==> config.mk <==
export PLATFORM = sky130hd
export DESIGN_NAME = tbbp_depth
export DESIGN_NICKNAME = d
export VERILOG_FILES = /design/src/hw/rtl/tbbp_pkg.sv /design/src/hw/rtl/tbbp_depth.sv
export SDC_FILE = /design/constraint.sdc
export NUM_CORES = 1
export LEC_CHECK = 0
export BUFFER_PORTS_ARGS = -buffer_cell sky130_fd_sc_hd__clkbuf_2
export CORE_UTILIZATION = 60
export DETAILED_ROUTE_END_ITERATION = 8
export GPL_ROUTABILITY_DRIVEN = 0
export HOLD_SLACK_MARGIN = 0.02
export PLACE_DENSITY = 0.8
export SKIP_LAST_GASP = 1
export SLEW_MARGIN = 20
export SYNTH_ARGS = -nofsm -noshare
export SYNTH_HDL_FRONTEND = slang
export SYNTH_SLANG_ARGS = --single-unit
export TNS_END_PERCENT = 20
==> constraint.sdc <==
create_clock -name clk -period 15 [get_ports clk]
set_input_delay 3 -clock clk [delete_from_list [all_inputs] [get_ports clk]]
set_output_delay 3 -clock clk [all_outputs]
set_load 0.02 [all_outputs]
==> src/hw/rtl/tbbp_pkg.sv <==
// shared types and constants for the trace body boundary picker
package tbbp_pkg;

    localparam int DEFAULT_MAX_TRACE_SAMPLES = 4096;
    localparam int VAL_W = 32;
    localparam int TOL_W = 31;
    localparam int CFG_IDX_W = 3;

    localparam logic signed [VAL_W-1:0] TARGET_RESET = '0;
    localparam logic [TOL_W-1:0] TOLERANCE_RESET = 31'd655;
    localparam logic signed [VAL_W-1:0] NULL_RESET = '0;
    localparam logic signed [VAL_W-1:0] ORIGIN_RESET = '0;
    localparam logic signed [VAL_W-1:0] STEP_RESET = 32'sd65536;

    typedef enum logic [CFG_IDX_W-1:0] {
        CFG_TARGET    = 3'd0,
        CFG_TOLERANCE = 3'd1,
        CFG_NULL      = 3'd2,
        CFG_ORIGIN    = 3'd3,
        CFG_STEP      = 3'd4
    } cfg_reg_t;

    typedef struct packed {
        logic signed [VAL_W-1:0] sample;
        logic                    last_in_trace;
    } smp_t;

    typedef struct packed {
        logic signed [VAL_W-1:0] top_depth;
        logic signed [VAL_W-1:0] overhang_top_depth;
        logic signed [VAL_W-1:0] overhang_bottom_depth;
        logic signed [VAL_W-1:0] bottom_depth;
    } pick_t;

    typedef struct packed {
        logic mul_en;
        logic out_en;
    } depth_ctrl_t;

endpackage

==> src/hw/rtl/tbbp_depth.sv <==
// index to depth conversion: multiply stage, then offset, saturate or null depth stage
module tbbp_depth #(
    parameter int IDX_W = 12
) (
    input  logic                               clk,
    input  tbbp_pkg::depth_ctrl_t              ctrl,
    input  logic                               found,
    input  logic [IDX_W-1:0]                   index,
    input  logic signed [tbbp_pkg::VAL_W-1:0]  origin,
    input  logic signed [tbbp_pkg::VAL_W-1:0]  step,
    input  logic signed [tbbp_pkg::VAL_W-1:0]  null_depth,
    output logic signed [tbbp_pkg::VAL_W-1:0]  depth
);
    import tbbp_pkg::*;

    localparam int PROD_W = IDX_W + VAL_W + 1;
    localparam int SUM_W = PROD_W + 1;
    localparam logic signed [SUM_W-1:0] DEPTH_MAX = SUM_W'($signed(32'h7FFF_FFFF));
    localparam logic signed [SUM_W-1:0] DEPTH_MIN = SUM_W'($signed(32'h8000_0000));

    logic signed [PROD_W-1:0] prod_reg;
    logic signed [PROD_W-1:0] prod_next;
    logic                     found_reg;
    logic signed [SUM_W-1:0]  sum;
    logic signed [VAL_W-1:0]  depth_reg;
    logic signed [VAL_W-1:0]  depth_next;

    assign prod_next = PROD_W'($signed({1'b0, index})) * PROD_W'(step);
    assign sum = SUM_W'(prod_reg) + SUM_W'(origin);

    always_comb
    begin
        if (!found_reg)
        begin
            depth_next = null_depth;
        end
        else if (sum > DEPTH_MAX)
        begin
            depth_next = DEPTH_MAX[VAL_W-1:0];
        end
        else if (sum < DEPTH_MIN)
        begin
            depth_next = DEPTH_MIN[VAL_W-1:0];
        end
        else
        begin
            depth_next = sum[VAL_W-1:0];
        end
    end

    always_ff @(posedge clk)
    begin
        if (ctrl.mul_en)
        begin
            prod_reg  <= prod_next;
            found_reg <= found;
        end
        if (ctrl.out_en)
        begin
            depth_reg <= depth_next;
        end
    end

    assign depth = depth_reg;

endmodule

# Word level (Yosys, flattened, before mapping)
# Index checks and enable logic that the tools add are counted.
[word_totals]
reg_bits = 78
latch_bits = 0
mem_bits_rw = 0
romBits = 0
in_bits = 112
n_memories = 0
[op_classes]
n_addsub = 1
mul = 1
n_div = 0
order_cmp = 2
eq_ne = 0
shift = 0
mux = 3
bitwise_logic = 0
reduce_logical = 0
[ops]
columns = ["cell", "n"]
rows = [
  ["$mux W32", 3],
  ["$add A45 B32 Y46", 1],
  ["$gt A46 B32 Y1 const B", 1],
  ["$lt A46 B32 Y1 const B", 1],
  ["$mul A13 B32 Y45", 1],
]

# Longest topological paths before layout
[logic_depth]
word_depth = 5
depth_mapped = 24
depth_no_buf = 23

# Worst setup path before layout
# OpenSTA, ideal clock, no wires.
[synth_timing]
path_kind = "input to register"
from = "input index[7]"
to = "register prod_reg[38], data pin"
setup_time_ns = 0.258
t_arrival_ns = 8.471
t_required_ns = 14.742
setup_slack_ns = 6.272
path_stages = 22
path_buffers = 1
path_cell_list = "clkbuf_1 -> nand2_1 -> fa_1 -> inv_1 -> fa_1 -> fa_1 -> fa_1 -> inv_1 -> fa_1 -> inv_1 -> ha_1 -> a21o_1 -> a21o_1 -> a21o_1 -> o2bb2ai_1 -> nor4_1 -> nor2_1 -> a311oi_1 -> o31a_1 -> o21bai_1 -> a21oi_1 -> xnor2_1"
[synth_between]
elab_chain_cells = 1
[synth_rtl]
columns = ["item", "line_no", "rtl"]
rows = [
  ["start, declared", "tbbp_depth.sv:8", "input logic [IDX_W-1:0] index,"],
  ["$mul A13 B32 Y45", "tbbp_depth.sv:28", "assign prod_next = PROD_W'($signed({1'b0, index})) * PROD_W'(step);"],
  ["net prod_next[38]", "tbbp_depth.sv:22", "logic signed [PROD_W-1:0] prod_next;"],
  ["end signal, assigned", "tbbp_depth.sv:55", "prod_reg <= prod_next;"],
  ["end, declared", "tbbp_depth.sv:21", "logic signed [PROD_W-1:0] prod_reg;"],
]
# The timed path passes the listed nets, and every way through them passes these cells.
# A chain may end at the register's enable or synchronous reset.

# Worst setup path in the final report
[layout_timing]
from = "input index[9]"
to = "register prod_reg[38], data pin"
# The elaborated chain is that of the path after synthesis.

==> results.md <==
- Status: finished, final reports clean
- Initial Util: 60.76%
- Synth Instances: 2,151
- DPL Wire Length: 35,700 um
- Top cell type's share of synthesized area: 35.49%
- Vias/cell: 5.571
- Global-route wire length before repair: 72,860 um
- Die Ht: 180.5 um
- Post-Syn Nets: 2,746
- Die area: 32,590 sq um
- Total CTS buffers: 9
- Initial DRT Pass Iterations: 5
- Worst Skew: 0.009275 ns
- Synth area leaders: fa_1 35%, edfxtp_1 12%, ha_1 9.4%
- TritonCTS clock tree: done
- FF-to-FF path depth: 13
- Die Wd: 180.5 um
- Post-route setup TNS: 0 ns
- Max-Cap Viols: 0
- Clk_lat worst skew: 0.35 ns
- Fin. Hold Viols: 0
- Startpoint types: input port
- Min Hold Slack: 0.7952 ns
- Synth cell types: 79
- Reg2reg start: prod_reg[1]$_DFFE_PP_
- Overflow after GRT: 0
- Synthesized area per cell: 8.890 sq um
- Worst Setup EP: prod_reg[38]$_DFFE_PP_
- Layout filler cell count: 2,557
- Slew Limit Fails: 0
- Share of layout cells above drive strength 1: 10.11%
- Crit path from: index[9]
- IO Pins: 144
- H-Tree Level Count: 3
- WP depth: 22
- CTS sink count: 78
- Top delay family on crit path: adder cells
- Post-synth ARST share: 0%
- DR vias: 14,590
- Fin util: 64.39%
- Synth cell count leaders: 453 x inv_1, 339 x fa_1, 281 x nand2_1
- Worst path buffer plus inverter count: 4
- Post-Synthesis Cell Area: 19,120 sq um
- DR WL/cell: 16.52 um
- Placed inst area: 19,950 sq um
- DRC Markers: 0
- CTS max path bufs: 2
- Main synth FF type: edfxtp_1
- Largest net degree at the start of global routing: 47
- Sequential fraction of the synthesis area: 12.25%
- CTS resizes: 0
- Slew Limit Headroom: 27.20%
- Period Utilization, post-route: 61.79%
- Hold Crit Class: reg -> reg
- Antenna violations before repair: 0
- WL final: 43,260 um
- Final min period: 9.268 ns
- EDFF count, synth: 78
- Max FFs per register: 45
- Worst EP required: 15.10 ns
- CP Class: in -> reg
- CTS Root Buffer Type: clkbuf_16
- Design area: 20,270 sq um
- # Post-CTS Setup Buffers: 0
- Layout area overhead: 5.974%
- RSZ-0062 raised after global routing: false
- Critical Path AT: 9.36 ns
- Cts hold-fix bufs: 0
- Worst R2R Setup Slack: 10.45 ns
- F_max: 107.9 MHz
- Clock transition at the registers of the reported paths: 0.06 ns
- Diodes inserted: 0
- Final setup violation count: 0
- Slowest CP cell: clkbuf_2
- Final net count: 2,807
- Slew @ Worst Pin: 1.092 ns
- DRT antenna net count: 0
- CP Capture Type: register
- FF+latch count, synth: 78
- Cell Pwr Density: 249.1 nW/um^2
- Peak VDD IR: 0.1648 mV
- Vias in the first global route: 15,080
- CP max FO: 32
- Pleak: 0.01013 uW
- # port buffers: 143
- Placeable Area: 31,470 sq um
- R2R Path End: depth[22]$_DFFE_PP_
- Critical Path Most Common Cell: fa_1
- DR iter-0 viols: 1,293
- Count leader, synth: inv_1
- Design Power: 5047 uW
- Cell row count: 65
- Worst path cell trace: clkbuf_2 -> nand2_1 -> fa_1 -> inv_1 -> fa_1 -> fa_1 -> fa_1 -> inv_1 -> fa_1 -> inv_1 -> ha_1 -> a21o_1 -> a21o_1 -> a21oi_1 -> o2bb2ai_1 -> nor4_1 -> nor2_1 -> a311oi_1 -> o31a_1 -> o21bai_1 -> a21oi_1 -> xnor2_1
- Yosys Warn Count: 0
- CP max stage delay: 0.59 ns
- All-Layer GR Usage: 27.69%
- Cell taking the most area after synthesis: fa_1
==> placed cells by master (no fill, tap or decap), types with 4 or more instances in the layout <==
cell type	count
a211oi_1	6
a21o_1	52
a21oi_1	86
a21oi_2	24
a221o_1	4
a31oi_1	6
and2_1	178
and3_1	6
and4_1	6
buf_4	4
clkbuf_16	9
clkbuf_2	143
edfxtp_1	78
fa_1	339
ha_1	144
inv_1	453
nand2_1	281
nand2b_1	6
nand3_1	13
nand4_1	15
nor2_1	75
nor2b_1	6
nor3_1	10
nor4_1	4
o211ai_1	9
o21a_1	11
o21ai_0	42
o21ai_1	23
o21ai_2	12
o21bai_1	11
o311ai_0	4
o31a_1	4
or3_1	6
xnor2_1	49
xor2_1	30
==> worst min-delay path, cell delays in order (launching register included) <==
cell,delay [ns]
edfxtp_1,0.34
ha_1,0.15
o21ai_2,0.06
a21oi_2,0.12
==> through the flow <==
step | std cells | setup WS (ns)
floorplan | 2151 | 6.272
global placement | 2603 | 5.558
detailed placement | 2603 | 5.435
CTS | 2618 | 5.800
global route | 2618 | 5.385
finish | 2618 | 5.732
==> cell type report <==
| class | instances | area, sq um | area share (%) |
|---|---|---|---|
| clock buffer | 10 | 229.0 | 1.130 |
| multi-input combinational | 1523 | 14660 | 72.35 |
| inverter | 453 | 1700 | 8.390 |
| tap | 402 | 503.0 | 2.482 |
| clock inverter | 5 | 83.83 | 0.4137 |
| timing repair buffer | 147 | 745.7 | 3.680 |
| sequential | 78 | 2342 | 11.56 |
==> worst min path at each step <==
stage               depth (start not counted)  slack (ns)                  to                   from
global route                                3        0.84  depth[0]$_DFFE_PP_  prod_reg[0]$_DFFE_PP_
CTS                                         3        0.80  depth[0]$_DFFE_PP_  prod_reg[0]$_DFFE_PP_
floorplan                                   3        0.70  depth[0]$_DFFE_PP_  prod_reg[0]$_DFFE_PP_
global placement                            3        0.81  depth[0]$_DFFE_PP_  prod_reg[0]$_DFFE_PP_
finish                                      3        0.80  depth[0]$_DFFE_PP_  prod_reg[0]$_DFFE_PP_
detailed placement                          3        0.77  depth[0]$_DFFE_PP_  prod_reg[0]$_DFFE_PP_
==> kinds of logic (layout without fill, tap and decap cells) <==
| family | count (synthesis) | after routing | synth area share, % |
|---|---|---|---|
| and+or+nand+nor | 624 | 624 | 15.94 |
| buffers and inverters | 550 | 615 | 11.14 |
| adders and majority gates | 483 | 483 | 44.91 |
| AOI/OAI and AO/OA | 335 | 335 | 12.04 |
| xor gates and xnor gates | 79 | 79 | 3.618 |
| DFF | 78 | 78 | 12.25 |
| muxes | 2 | 2 | 0.1047 |
==> per-layer routing <==
metal  vias up  track usage, %  share of wire (%)  wire (um)
li1       6836               -                  -          -
met2       607           45.46                 46      19710
met3        60           5.275                8.2       3567
met5         -               0                  0          0
met4         0           6.188                1.5        669
met1      7082           38.22                 45      19320
==> report_power, final <==
group          switching, uW  leakage (uW)  internal (uW)
logic                   2440       0.00924           1820
clock network           85.2      0.000145            145
registers               30.5      0.000750            530
Power figures use the tool's default switching activity.
